==> src/rtl/sticky_modifier_key_tracker_core_defines.svh <==
`ifndef STICKY_MODIFIER_KEY_TRACKER_CORE_DEFINES_SVH
`define STICKY_MODIFIER_KEY_TRACKER_CORE_DEFINES_SVH

// Same-cycle implication, checked on clk_i and disabled in reset
`define SMKT_ASSERT_IMP(lbl, ante, cons, msg) \
  lbl: assert property (@(posedge clk_i) disable iff (!rst_ni) (ante) |-> (cons)) \
    else $error(msg);

// Next-cycle implication, checked on clk_i and disabled in reset
`define SMKT_ASSERT_NXT(lbl, ante, cons, msg) \
  lbl: assert property (@(posedge clk_i) disable iff (!rst_ni) (ante) |=> (cons)) \
    else $error(msg);

`endif

==> src/rtl/smkt_pkg.sv <==
`timescale 1ns / 1ps
`default_nettype none

package smkt_pkg;

  // Modifier count and flag layout
  localparam int NumMods = 3;
  localparam int FlagW   = 5;
  localparam int FlagOn       = 0;
  localparam int FlagLocked   = 1;
  localparam int FlagUsed     = 2;
  localparam int FlagPressed  = 3;
  localparam int FlagReleased = 4;

  // Field widths
  localparam int OpW    = 2;
  localparam int ModW   = 2;
  localparam int SelW   = NumMods;
  localparam int LevelW = 2;

  // Default queue depth between front and back
  localparam int QueueDepthDflt = 2;

  typedef enum logic [OpW-1:0] {
    OP_KEY_DOWN     = 2'd0,
    OP_KEY_UP       = 2'd1,
    OP_ADJUST       = 2'd2,
    OP_CLEAR_LOCKED = 2'd3
  } op_e;

  typedef enum logic [ModW-1:0] {
    MOD_SHIFT = 2'd0,
    MOD_ALT   = 2'd1,
    MOD_SYM   = 2'd2,
    MOD_NONE  = 2'd3
  } mod_e;

  typedef enum logic [2:0] {
    CMD_KEY_DOWN,
    CMD_KEY_UP,
    CMD_ADJUST,
    CMD_CLEAR,
    CMD_NONE
  } cmd_kind_e;

  typedef logic [FlagW-1:0] flags_t;

  // Classified command handed from front to back
  typedef struct packed {
    cmd_kind_e          kind;
    logic [NumMods-1:0] target;
    logic               chorded;
  } cmd_t;

endpackage

`default_nettype wire

==> src/rtl/smkt_in_if.sv <==
`timescale 1ns / 1ps
`default_nettype none

interface smkt_in_if;
  import smkt_pkg::*;

  logic            valid;
  logic            ready;
  logic [OpW-1:0]  operation;
  logic [ModW-1:0] modifier;
  logic            chorded;
  logic [SelW-1:0] clear_select;

  modport source (output valid, operation, modifier, chorded, clear_select, input ready);
  modport sink (input valid, operation, modifier, chorded, clear_select, output ready);
endinterface

`default_nettype wire

==> src/rtl/smkt_out_if.sv <==
`timescale 1ns / 1ps
`default_nettype none

interface smkt_out_if;
  import smkt_pkg::*;

  logic              valid;
  logic              ready;
  logic [LevelW-1:0] shift_level;
  logic [LevelW-1:0] alt_level;
  logic [LevelW-1:0] sym_level;
  logic              key_consumed;

  modport source (output valid, shift_level, alt_level, sym_level, key_consumed, input ready);
  modport sink (input valid, shift_level, alt_level, sym_level, key_consumed, output ready);
endinterface

`default_nettype wire

==> src/rtl/smkt_front.sv <==
`timescale 1ns / 1ps
`default_nettype none

module smkt_front (
  smkt_in_if.sink          item_i,
  output logic             push_valid_o,
  output smkt_pkg::cmd_t   push_cmd_o,
  input  logic             push_ready_i
);
  import smkt_pkg::*;

  // Accept whenever the queue has room
  assign item_i.ready = push_ready_i;
  assign push_valid_o = item_i.valid;

  // Classify the key event into a command and a target mask
  always_comb begin
    push_cmd_o.kind    = CMD_NONE;
    push_cmd_o.target  = '0;
    push_cmd_o.chorded = item_i.chorded;
    unique case (op_e'(item_i.operation))
      OP_KEY_DOWN, OP_KEY_UP: begin
        if (item_i.modifier != MOD_NONE) begin
          push_cmd_o.kind   = (op_e'(item_i.operation) == OP_KEY_DOWN) ? CMD_KEY_DOWN
                                                                        : CMD_KEY_UP;
          push_cmd_o.target = NumMods'(1) << item_i.modifier;
        end
      end
      OP_ADJUST: begin
        push_cmd_o.kind   = CMD_ADJUST;
        push_cmd_o.target = '1;
      end
      OP_CLEAR_LOCKED: begin
        push_cmd_o.kind   = CMD_CLEAR;
        push_cmd_o.target = item_i.clear_select;
      end
    endcase
  end

endmodule

`default_nettype wire

==> src/rtl/smkt_fifo.sv <==
`timescale 1ns / 1ps
`default_nettype none
`include "sticky_modifier_key_tracker_core_defines.svh"

module smkt_fifo #(
  parameter int Depth = smkt_pkg::QueueDepthDflt
) (
  input  logic           clk_i,
  input  logic           rst_ni,
  input  logic           push_valid_i,
  input  smkt_pkg::cmd_t push_data_i,
  output logic           push_ready_o,
  output logic           pop_valid_o,
  output smkt_pkg::cmd_t pop_data_o,
  input  logic           pop_ready_i
);
  import smkt_pkg::*;

  localparam int PtrW = $clog2(Depth);
  localparam int CntW = $clog2(Depth + 1);

  cmd_t            mem_q [Depth];
  logic [PtrW-1:0] wr_ptr_q, rd_ptr_q;
  logic [CntW-1:0] count_q;
  logic            push, pop;

  assign push_ready_o = (count_q != CntW'(Depth));
  assign pop_valid_o  = (count_q != '0);
  assign pop_data_o   = mem_q[rd_ptr_q];
  assign push         = push_valid_i && push_ready_o;
  assign pop          = pop_valid_o && pop_ready_i;

  // Advance pointers and occupancy
  always_ff @(posedge clk_i or negedge rst_ni) begin
    if (!rst_ni) begin
      wr_ptr_q <= '0;
      rd_ptr_q <= '0;
      count_q  <= '0;
    end else begin
      if (push) begin
        wr_ptr_q <= (wr_ptr_q == PtrW'(Depth - 1)) ? '0 : wr_ptr_q + 1'b1;
      end
      if (pop) begin
        rd_ptr_q <= (rd_ptr_q == PtrW'(Depth - 1)) ? '0 : rd_ptr_q + 1'b1;
      end
      count_q <= count_q + CntW'(push) - CntW'(pop);
    end
  end

  // Store entries
  always_ff @(posedge clk_i) begin
    if (push) begin
      mem_q[wr_ptr_q] <= push_data_i;
    end
  end

  `SMKT_ASSERT_IMP(a_count_bound, 1'b1, count_q <= CntW'(Depth), "queue count past depth")
  `SMKT_ASSERT_NXT(a_count_track, 1'b1, count_q == $past(count_q) + CntW'($past(push)) - CntW'($past(pop)), "queue count lost track")
  `SMKT_ASSERT_IMP(a_ptr_gap, 1'b1, (count_q == '0 || count_q == CntW'(Depth)) == (wr_ptr_q == rd_ptr_q), "queue pointers disagree with count")

endmodule

`default_nettype wire

==> src/rtl/smkt_back.sv <==
`timescale 1ns / 1ps
`default_nettype none
`include "sticky_modifier_key_tracker_core_defines.svh"

module smkt_back (
  input  logic           clk_i,
  input  logic           rst_ni,
  input  logic           cmd_valid_i,
  input  smkt_pkg::cmd_t cmd_i,
  output logic           cmd_ready_o,
  smkt_out_if.source     result_o
);
  import smkt_pkg::*;

  localparam logic [LevelW-1:0] LevelOff    = LevelW'(0);
  localparam logic [LevelW-1:0] LevelOn     = LevelW'(1);
  localparam logic [LevelW-1:0] LevelLocked = LevelW'(2);

  flags_t            flags_q [NumMods];
  flags_t            flags_d [NumMods];
  logic [LevelW-1:0] level_q [NumMods];
  logic              consumed_q;
  logic              out_valid_q;
  logic              take;
  logic [NumMods-1:0] on_ok, rel_ok;

  function automatic flags_t key_down(flags_t s);
    flags_t r;
    r = s;
    priority if (s[FlagPressed]) begin
      r = s;
    end else if (s[FlagReleased]) begin
      r = '0;
      r[FlagOn] = 1'b1;
      r[FlagLocked] = 1'b1;
    end else if (s[FlagUsed]) begin
      r = s;
    end else if (s[FlagLocked]) begin
      r = '0;
    end else begin
      r[FlagOn] = 1'b1;
      r[FlagPressed] = 1'b1;
    end
    return r;
  endfunction

  function automatic flags_t key_up(flags_t s, logic chorded);
    flags_t r;
    r = s;
    priority if (!chorded || s[FlagUsed]) begin
      r = '0;
    end else if (s[FlagPressed]) begin
      r[FlagOn] = 1'b1;
      r[FlagReleased] = 1'b1;
    end else begin
      r = s;
    end
    return r;
  endfunction

  function automatic flags_t adjust(flags_t s);
    flags_t r;
    r = s;
    priority if (s[FlagPressed]) begin
      r = '0;
      r[FlagOn] = 1'b1;
      r[FlagUsed] = 1'b1;
    end else if (s[FlagReleased]) begin
      r = '0;
    end else begin
      r = s;
    end
    return r;
  endfunction

  function automatic logic [LevelW-1:0] level_of(flags_t s);
    logic [LevelW-1:0] r;
    priority if (s[FlagLocked]) begin
      r = LevelLocked;
    end else if (s[FlagOn]) begin
      r = LevelOn;
    end else begin
      r = LevelOff;
    end
    return r;
  endfunction

  // Take a command when the result register is free or drains this cycle
  assign cmd_ready_o = !out_valid_q || result_o.ready;
  assign take        = cmd_valid_i && cmd_ready_o;

  // Apply the command to each targeted modifier
  always_comb begin
    for (int i = 0; i < NumMods; i++) begin
      flags_d[i] = flags_q[i];
      if (cmd_i.target[i]) begin
        unique case (cmd_i.kind)
          CMD_KEY_DOWN: flags_d[i] = key_down(flags_q[i]);
          CMD_KEY_UP:   flags_d[i] = key_up(flags_q[i], cmd_i.chorded);
          CMD_ADJUST:   flags_d[i] = adjust(flags_q[i]);
          CMD_CLEAR:    flags_d[i] = flags_q[i][FlagLocked] ? '0 : flags_q[i];
          default:      flags_d[i] = flags_q[i];
        endcase
      end
    end
  end

  // Hold modifier state and the output valid
  always_ff @(posedge clk_i or negedge rst_ni) begin
    if (!rst_ni) begin
      for (int i = 0; i < NumMods; i++) begin
        flags_q[i] <= '0;
      end
      out_valid_q <= 1'b0;
    end else begin
      if (take) begin
        for (int i = 0; i < NumMods; i++) begin
          flags_q[i] <= flags_d[i];
        end
        out_valid_q <= 1'b1;
      end else if (result_o.ready) begin
        out_valid_q <= 1'b0;
      end
    end
  end

  // Load the result payload
  always_ff @(posedge clk_i) begin
    if (take) begin
      for (int i = 0; i < NumMods; i++) begin
        level_q[i] <= level_of(flags_d[i]);
      end
      consumed_q <= (cmd_i.kind == CMD_KEY_DOWN) || (cmd_i.kind == CMD_KEY_UP);
    end
  end

  assign result_o.valid        = out_valid_q;
  assign result_o.shift_level  = level_q[MOD_SHIFT];
  assign result_o.alt_level    = level_q[MOD_ALT];
  assign result_o.sym_level    = level_q[MOD_SYM];
  assign result_o.key_consumed = consumed_q;

  // Flag invariants kept by the update rules
  always_comb begin
    for (int i = 0; i < NumMods; i++) begin
      on_ok[i]  = (flags_q[i] == '0) || flags_q[i][FlagOn];
      rel_ok[i] = !flags_q[i][FlagReleased] || flags_q[i][FlagPressed];
    end
  end

  `SMKT_ASSERT_IMP(a_flags_imply_on, 1'b1, &on_ok, "modifier flag set without on")
  `SMKT_ASSERT_IMP(a_released_pressed, 1'b1, &rel_ok, "released set without pressed")
  `SMKT_ASSERT_NXT(a_take_loads, take, out_valid_q, "accepted command left no result")

endmodule

`default_nettype wire

==> src/rtl/sticky_modifier_key_tracker_core.sv <==
`timescale 1ns / 1ps
`default_nettype none

// Sticky modifier tracker for shift, alt and sym. Every accepted key event
// (key down, key up, adjust after an ordinary keypress, clear locked) gives
// exactly one result with each modifier's level after the event (2 locked,
// 1 on, 0 off) and whether it was a key down or up that named a modifier.
// Events are taken one per cycle while the queue has room; the front
// classifies each event into a queue of QueueDepth entries, and the back
// applies it combinationally to the fifteen flag bits and registers the
// result. Sustained rate is one event per cycle while results are taken;
// the queue lets input keep flowing while a result waits.
module sticky_modifier_key_tracker_core #(
  parameter int QueueDepth = smkt_pkg::QueueDepthDflt
) (
  input  logic       clk_i,
  input  logic       rst_ni,
  smkt_in_if.sink    item_i,
  smkt_out_if.source result_o
);
  import smkt_pkg::*;

  logic push_valid, push_ready, pop_valid, pop_ready;
  cmd_t push_cmd, pop_cmd;

  // Classify incoming events
  smkt_front u_front (
    .item_i       (item_i),
    .push_valid_o (push_valid),
    .push_cmd_o   (push_cmd),
    .push_ready_i (push_ready)
  );

  // Decouple front and back
  smkt_fifo #(
    .Depth (QueueDepth)
  ) u_fifo (
    .clk_i        (clk_i),
    .rst_ni       (rst_ni),
    .push_valid_i (push_valid),
    .push_data_i  (push_cmd),
    .push_ready_o (push_ready),
    .pop_valid_o  (pop_valid),
    .pop_data_o   (pop_cmd),
    .pop_ready_i  (pop_ready)
  );

  // Update flags and drive results
  smkt_back u_back (
    .clk_i       (clk_i),
    .rst_ni      (rst_ni),
    .cmd_valid_i (pop_valid),
    .cmd_i       (pop_cmd),
    .cmd_ready_o (pop_ready),
    .result_o    (result_o)
  );

endmodule

`default_nettype wire
==> src/flat_wrapper.sv <==
// flat-port wrapper written by rule: the top's interface ports become plain ports
module sticky_modifier_key_tracker_core_flat import smkt_pkg::*;
#(
  parameter int QueueDepth = smkt_pkg::QueueDepthDflt
)
  (clk_i, rst_ni, item_i_valid, item_i_operation, item_i_modifier, item_i_chorded, item_i_clear_select, item_i_ready, result_o_valid, result_o_shift_level, result_o_alt_level, result_o_sym_level, result_o_key_consumed, result_o_ready);
  smkt_in_if item_i_i ();
  smkt_out_if result_o_i ();
  input  logic clk_i;
  input  logic rst_ni;
  input wire logic [$bits(item_i_i.valid)-1:0] item_i_valid;
  input wire logic [$bits(item_i_i.operation)-1:0] item_i_operation;
  input wire logic [$bits(item_i_i.modifier)-1:0] item_i_modifier;
  input wire logic [$bits(item_i_i.chorded)-1:0] item_i_chorded;
  input wire logic [$bits(item_i_i.clear_select)-1:0] item_i_clear_select;
  output wire logic [$bits(item_i_i.ready)-1:0] item_i_ready;
  output wire logic [$bits(result_o_i.valid)-1:0] result_o_valid;
  output wire logic [$bits(result_o_i.shift_level)-1:0] result_o_shift_level;
  output wire logic [$bits(result_o_i.alt_level)-1:0] result_o_alt_level;
  output wire logic [$bits(result_o_i.sym_level)-1:0] result_o_sym_level;
  output wire logic [$bits(result_o_i.key_consumed)-1:0] result_o_key_consumed;
  input wire logic [$bits(result_o_i.ready)-1:0] result_o_ready;
  assign item_i_i.valid = item_i_valid;
  assign item_i_i.operation = item_i_operation;
  assign item_i_i.modifier = item_i_modifier;
  assign item_i_i.chorded = item_i_chorded;
  assign item_i_i.clear_select = item_i_clear_select;
  assign item_i_ready = item_i_i.ready;
  assign result_o_valid = result_o_i.valid;
  assign result_o_shift_level = result_o_i.shift_level;
  assign result_o_alt_level = result_o_i.alt_level;
  assign result_o_sym_level = result_o_i.sym_level;
  assign result_o_key_consumed = result_o_i.key_consumed;
  assign result_o_i.ready = result_o_ready;
  sticky_modifier_key_tracker_core #(.QueueDepth(QueueDepth)) u_core (.clk_i(clk_i), .rst_ni(rst_ni), .item_i(item_i_i), .result_o(result_o_i));
endmodule
==> config.mk <==
export PLATFORM = sky130hd
export DESIGN_NAME = sticky_modifier_key_tracker_core_flat
export DESIGN_NICKNAME = d
export VERILOG_FILES = /design/src/rtl/smkt_pkg.sv /design/src/rtl/smkt_in_if.sv /design/src/rtl/smkt_out_if.sv /design/src/rtl/smkt_front.sv /design/src/rtl/smkt_fifo.sv /design/src/rtl/smkt_back.sv /design/src/rtl/sticky_modifier_key_tracker_core.sv /design/src/flat_wrapper.sv
export VERILOG_INCLUDE_DIRS = /design/src /design/src/rtl
export SDC_FILE = /design/constraint.sdc
export NUM_CORES = 1
export LEC_CHECK = 0
export BUFFER_PORTS_ARGS = -buffer_cell sky130_fd_sc_hd__buf_2
export CAP_MARGIN = 20
export CORE_UTILIZATION = 63
export DETAILED_ROUTE_END_ITERATION = 16
export PLACE_DENSITY_LB_ADDON = 0.08
export SKIP_LAST_GASP = 1
export SLEW_MARGIN = 20
export SYNTH_ARGS = -nofsm -noshare
export SYNTH_HDL_FRONTEND = slang
export SYNTH_SLANG_ARGS = --single-unit
export TNS_END_PERCENT = 1
==> constraint.sdc <==
create_clock -name clk_i -period 5.29 [get_ports clk_i]
set_input_delay 0.7935 -clock clk_i [delete_from_list [all_inputs] [get_ports clk_i]]
set_output_delay 0.7935 -clock clk_i [all_outputs]
set_load 0.05 [all_outputs]
# [Word level (Yosys, flattened, before mapping)]
# Memory sizes are Yosys's and may differ from the RTL's.
# Index checks and enable logic that the tools add are counted.
[word_totals] register_bits=21 ram_bits=20 out_inout_bits=9 memories=2
[classes] n_addsub=4 eq_ne=23 shifts=1 muxes=56 reduce_logical=24
[mem_list] name="u_core.u_fifo.mem_q" words=2 width=7 rd=1 rd_clocked_by_memory_dff=0 write_ports=1 line_no="smkt_fifo.sv:22" text="cmd_t mem_q [Depth];"
[mem_list] name="u_core.u_back.level_q" words=3 width=2 rd=3 rd_clocked_by_memory_dff=0 write_ports=3 line_no="smkt_back.sv:21" text="logic [LevelW-1:0] level_q [NumMods];"
[ops] op="one-hot mux 5 bit (4 select lines)" n=3
[ops] op="two-way mux 5 bit" n=9
[ops] op="two-way mux 4 bit" n=6
[ops] op="!= test 2 bit (second input constant)" n=11
[ops] op="two-way mux 1 bit" n=21
[ops] op="AND reduction 7 bit" n=3
[ops] op="two-way mux 2 bit" n=9
[ops] op="two-way mux 3 bit" n=6
[ops] op="!= test 3 bit (second input constant)" n=6
[ops] op="one-hot mux 6 bit (3 select lines)" n=1
[ops] op="AND reduction 6 bit" n=3
[ops] op="AND reduction 5 bit" n=3
[ops] op="equality test 3 x 2 -> 1 bit (second input constant)" n=2
[ops] op="two-way mux 6 bit" n=1
[ops] op="logical OR 1 bit" n=5
[ops] op="equality test 2 bit (second input constant)" n=2
[ops] op="nonzero test 2 bit" n=2
[ops] op="nonzero test 4 bit" n=1
[ops] op="equality test 3 x 1 -> 1 bit (second input constant)" n=1
[ops] op="logical NOT 3 bit" n=1
[ops] op="<< shifter 1 x 2 -> 3 bit (first input constant)" n=1
[ops] op="adder 1 bit (second input constant)" n=2
[ops] op="adder 2 x 1 -> 2 bit" n=1
[ops] op="equality test 2 x 1 -> 1 bit (second input constant)" n=1
[ops] op="other kinds (5)" n=7

# [Depth between registers and ports, before layout]
[logic_depth] ltp_word=9 mapped_depth=8 ltp_nobuf=8

# [Modules after synthesis]
# A second synthesis with hierarchy kept.
[unflattened] cells_unflattened=219 hier_area_um2=2338.5
[modules_own_cells] mod="smkt_back" instances=1 cells_per_inst=166 area_each_um2=1545.2
[modules_own_cells] mod="smkt_fifo" instances=1 cells_per_inst=39 area_each_um2=703.2
[modules_own_cells] mod="smkt_front" instances=1 cells_per_inst=14 area_each_um2=90.1

# [Worst setup path before layout]
# Ideal clock, no wire load.
[synth_path] path_type="input to register" from="input result_o_ready" to="register u_core.u_fifo.count_q[1]" setup_time_ps=123 arrival_time_ps=2293 required_ps=5167 path_slack_ps=2874 stages=8 path_buffers=0 cell_sequence="nand2b_1 -> o21ai_0 -> clkinv_1 -> ha_1 -> inv_1 -> ha_1 -> xnor2_1 -> xnor2_1"
[synth_via] elab_chain_len=3
[synth_rtl] item="start, declared" line_no="flat_wrapper.sv:22" text="input wire logic [$bits(result_o_i.ready)-1:0] result_o_ready;"
[synth_rtl] item="logical OR 1 bit" line_no="smkt_back.sv:89" text="assign cmd_ready_o = !out_valid_q || result_o.ready;"
[synth_rtl] item="logical AND 1 bit"
[synth_rtl] item="named net u_core.u_back.take" line_no="smkt_back.sv:24" text="logic take;"
[synth_rtl] item="subtractor 2 x 1 -> 2 bit" line_no="smkt_fifo.sv:46" text="count_q <= count_q + CntW'(push) - CntW'(pop);"
[synth_rtl] item="end signal, assigned" line_no="smkt_fifo.sv:46"
[synth_rtl] item="end, declared" line_no="smkt_fifo.sv:24" text="logic [CntW-1:0] count_q;"
# The timed path passes the listed nets, and every way through them passes these cells.
# A chain may end at the register's enable or synchronous reset.

# [Worst setup path after layout]
# Same ends and word-level chain as after synthesis.

==> metrics <==
Die Area=0.00378 mm²; final worst slack=2.79 ns; total setup buffers inserted after CTS=0; post-cts resize count=0; worst-path fanout max=15; Layout Nets=241; I/O pins=21; die width=61.5 µm; Post-DRT Antenna Nets=0; worst skew pair latency=0.34 ns; post-synthesis adder-cell area fraction=1.12%; initial drt markers=188; vias post-DR=1813; Place WS=2.39 ns; CP required=5.57 ns; routability congestion estimate=0.930; Mean Syn Cell Area=10.7 µm²; CP Capture Type=flip-flop; Worst-path clk slew=0.12 ns; CTS H-tree depth=2; initial antenna violation count=0; global-route wire length before repair=7110 µm; Inserted Diodes=0; Finished Core Util=71.8%; RSZ-0062 raised after global routing=no; chip height=61.5 µm; final hold viol count=0; final setup vio count=0; layout cells sized above 1=17.1%; CP bufs+invs=4; startpoint types=input pin; global route overflow=0; post-route cell area=0.00241 mm²; status=completed; Core Rows=21; FMAX=0.400 GHz; Synth async-reset ratio=48.8%; PnR Total Power=1.40 mW; hpwl dp=3240 µm; hold_buf cts=0; yosys warns=0; Reg2Reg Setup Slack=2.97 ns; # DRC=0; skew final=0.0193 ns; CP max stage cell=ha_1; Unique masters post-synth=58; cell accounting for the most synthesized area=edfxtp_1; wire per inst=16.6 µm; CTS tree=built; Post-Syn Instances=208; drt pass-1 iters=5; compound-cell area share of the yosys netlist=22.6%; Slew headroom=62.1%; setup_tns=0 ns; HP Class=in -> async; XOR/XNOR share of the synthesized area=1.57%; mapped cell area=0.00223 mm²; Crit Path Category=in -> reg; MaxCap Viol Count=0; crit-path max cell delay=0.48 ns; largest net degree at the start of global routing=21; Worst Tran Pin Value=0.567 ns; core box area=0.00336 mm²; P per Cell Area=580 mW/mm²; Seq cells post-synth=41; Num CTS Buffers=5; gr usage total=26.6%; DR vias/cell=6.62; Arr. time, crit path=2.77 ns; worst path cell trace=buf_2 > nand2b_1 > o21ai_0 > buf_4 > clkinv_1 > ha_1 > inv_1 > ha_1 > xnor2_1 > xnor2_1; Buffers on Ports=20; top-area cell type share of the netlist area=28.3%; Root Driver=clkbuf_4; Final Max Tran Viols=0; number of global-route vias before repair=1568; static leakage=0.941 nW; Routed WL=4550 µm; Clock Sinks=41; Worst path top cell family by delay=buffers and inverters; post-synthesis mux area share=2.75%; synth top area cells=edfxtp_1 (28%), dfrtp_1 (22%), nand2_1 (2.5%), nor2_1 (2.5%), nor2b_1 (2.5%); initial core utilization=66.2%; Syn-to-layout area delta=8.43%; EDFF count, synth=21; simple-gate share of the synthesized area=17.2%; Seq/Total Area, Yosys=50.8%; largest family of logic cells by synthesized area=compound AO/OA/AOI/OAI gates; Main synth FF type=edfxtp_1; maximum vdd drop=0.285 mV; Final min period=2.50 ns; placed cell area=0.00234 mm²; Mapped Nets=222; Tcrit/Tclk final=47.2%; CTS max path bufs=2; Fillers=274
layout by cell type, fill, tap and decap left out, types with 2 or more instances in the layout:
| cell | synthesis | final |
|---|---|---|
| nor3_1 | 11 | 11 |
| a21oi_1 | 9 | 9 |
| nor2_1 | 15 | 15 |
| nor2b_1 | 9 | 9 |
| clkinv_1 | 1 | 2 |
| mux2i_1 | 5 | 5 |
| o211ai_1 | 5 | 5 |
| xnor2_1 | 4 | 4 |
| a211oi_1 | 3 | 3 |
| a22o_1 | 4 | 4 |
| buf_2 | 0 | 20 |
| inv_1 | 8 | 8 |
| edfxtp_1 | 21 | 21 |
| a32oi_1 | 4 | 4 |
| o21ai_1 | 3 | 3 |
| o21a_1 | 2 | 2 |
| a31oi_1 | 2 | 2 |
| nand2b_1 | 4 | 4 |
| o22a_1 | 5 | 5 |
| ha_1 | 2 | 2 |
| o31ai_1 | 2 | 2 |
| o32ai_1 | 3 | 3 |
| dfrtp_1 | 20 | 20 |
| clkbuf_4 | 0 | 5 |
| o21ai_0 | 7 | 7 |
| o22a_2 | 2 | 2 |
| nand2_1 | 15 | 15 |
| a221oi_1 | 2 | 2 |
| and3b_1 | 3 | 3 |
| or2_2 | 2 | 2 |
cell families (layout without fill, tap and decap cells):
kind of cell / after synthesis / count (layout)
multiplexers: 6 / 6
AO/OA/AOI/OAI: 66 / 66
XOR/XNOR: 4 / 4
buffers and inverters: 18 / 38
adder cells (fa/ha/maj): 2 / 2
AND/OR/NAND/NOR: 71 / 71
flip-flops: 41 / 41
Yosys cell counts (3+ instances only):
cell and instances:
and3b_1 3, dfrtp_1 20, a22o_1 4, nand2b_1 4, inv_1 8, a32oi_1 4
a21oi_1 9, mux2i_1 5, edfxtp_1 21, xnor2_1 4, nor2_1 15, o211ai_1 5
a211oi_1 3, o21ai_1 3, o32ai_1 3, o22a_1 5, nor2b_1 9, nor3_1 11
o21ai_0 7, nand2_1 15, clkbuf_1 4
where the power goes:
group	leakage [nW]	switching [mW]	total, mW	internal (mW)
clock	0.0399	0.0951	0.194	0.0985
combinational	0.454	0.387	0.613	0.226
sequential	0.447	0.132	0.595	0.463
total	0.941	0.614	1.40	0.787
flip-flops by register name, indices dropped and copies added (netlist names):
| signal | cells |
|---|---|
| u_core.u_back.result_o.valid | 1 |
| u_core.u_fifo.mem_q | 14 |
| u_core.u_fifo.wr_ptr_q | 1 |
| u_core.u_back.flags_q | 15 |
| u_core.u_fifo.count_q | 2 |
| u_core.u_fifo.rd_ptr_q | 1 |
| u_core.u_back.result_o.key_consumed | 1 |
| u_core.u_back.level_q | 6 |
per-stage QoR:
stage | cells | hold WS (ns)
after floorplan | 208 | 0.461
after global placement | 266 | 0.475
after detailed placement | 266 | 0.480
after CTS | 274 | 0.395
after global routing | 274 | 0.408
final | 274 | 0.391
final cells by class:
cell class              instances  area, µm²  share of cell area [%]
flip-flops and latches         41       1130                    46.8
multi-input cells             149       1010                    41.8
repair buffers                 21        108                    4.46
well taps                      46       57.6                    2.38
clock buffers                   6       41.3                    1.71
clock inverters                 2       33.8                    1.40
inverters                       9       33.8                    1.40
layer usage:
metal / share of wire [%] / global-route usage [%]
met5: 0 / 0
met2: 48 / 39.4
met1: 45 / 35.6
met3: 4.9 / 4.62
met4: 2.7 / 18.4
path summary, 6_finish.rpt:
| check | depth (start not counted) | from | end |
|---|---|---|---|
| max | 10 | result_o_ready | u_core.u_fifo.count_q[1]$_DFF_PN0_ |
| min | 1 | rst_ni | u_core.u_back.flags_q[4]$_DFFE_PN0P_ |
| max reg2reg | 8 | u_core.u_fifo.count_q[1]$_DFF_PN0_ | u_core.u_fifo.count_q[1]$_DFF_PN0_ |
| min reg2reg | 1 | u_core.u_fifo.wr_ptr_q$_DFFE_PN0P_ | u_core.u_fifo.wr_ptr_q$_DFFE_PN0P_ |
| max in group asynchronous | 1 | rst_ni | u_core.u_back.flags_q[8]$_DFFE_PN0P_ |
| min in group clk_i | 1 | u_core.u_fifo.wr_ptr_q$_DFFE_PN0P_ | u_core.u_fifo.wr_ptr_q$_DFFE_PN0P_ |
Power figures use the tool's default switching activity.
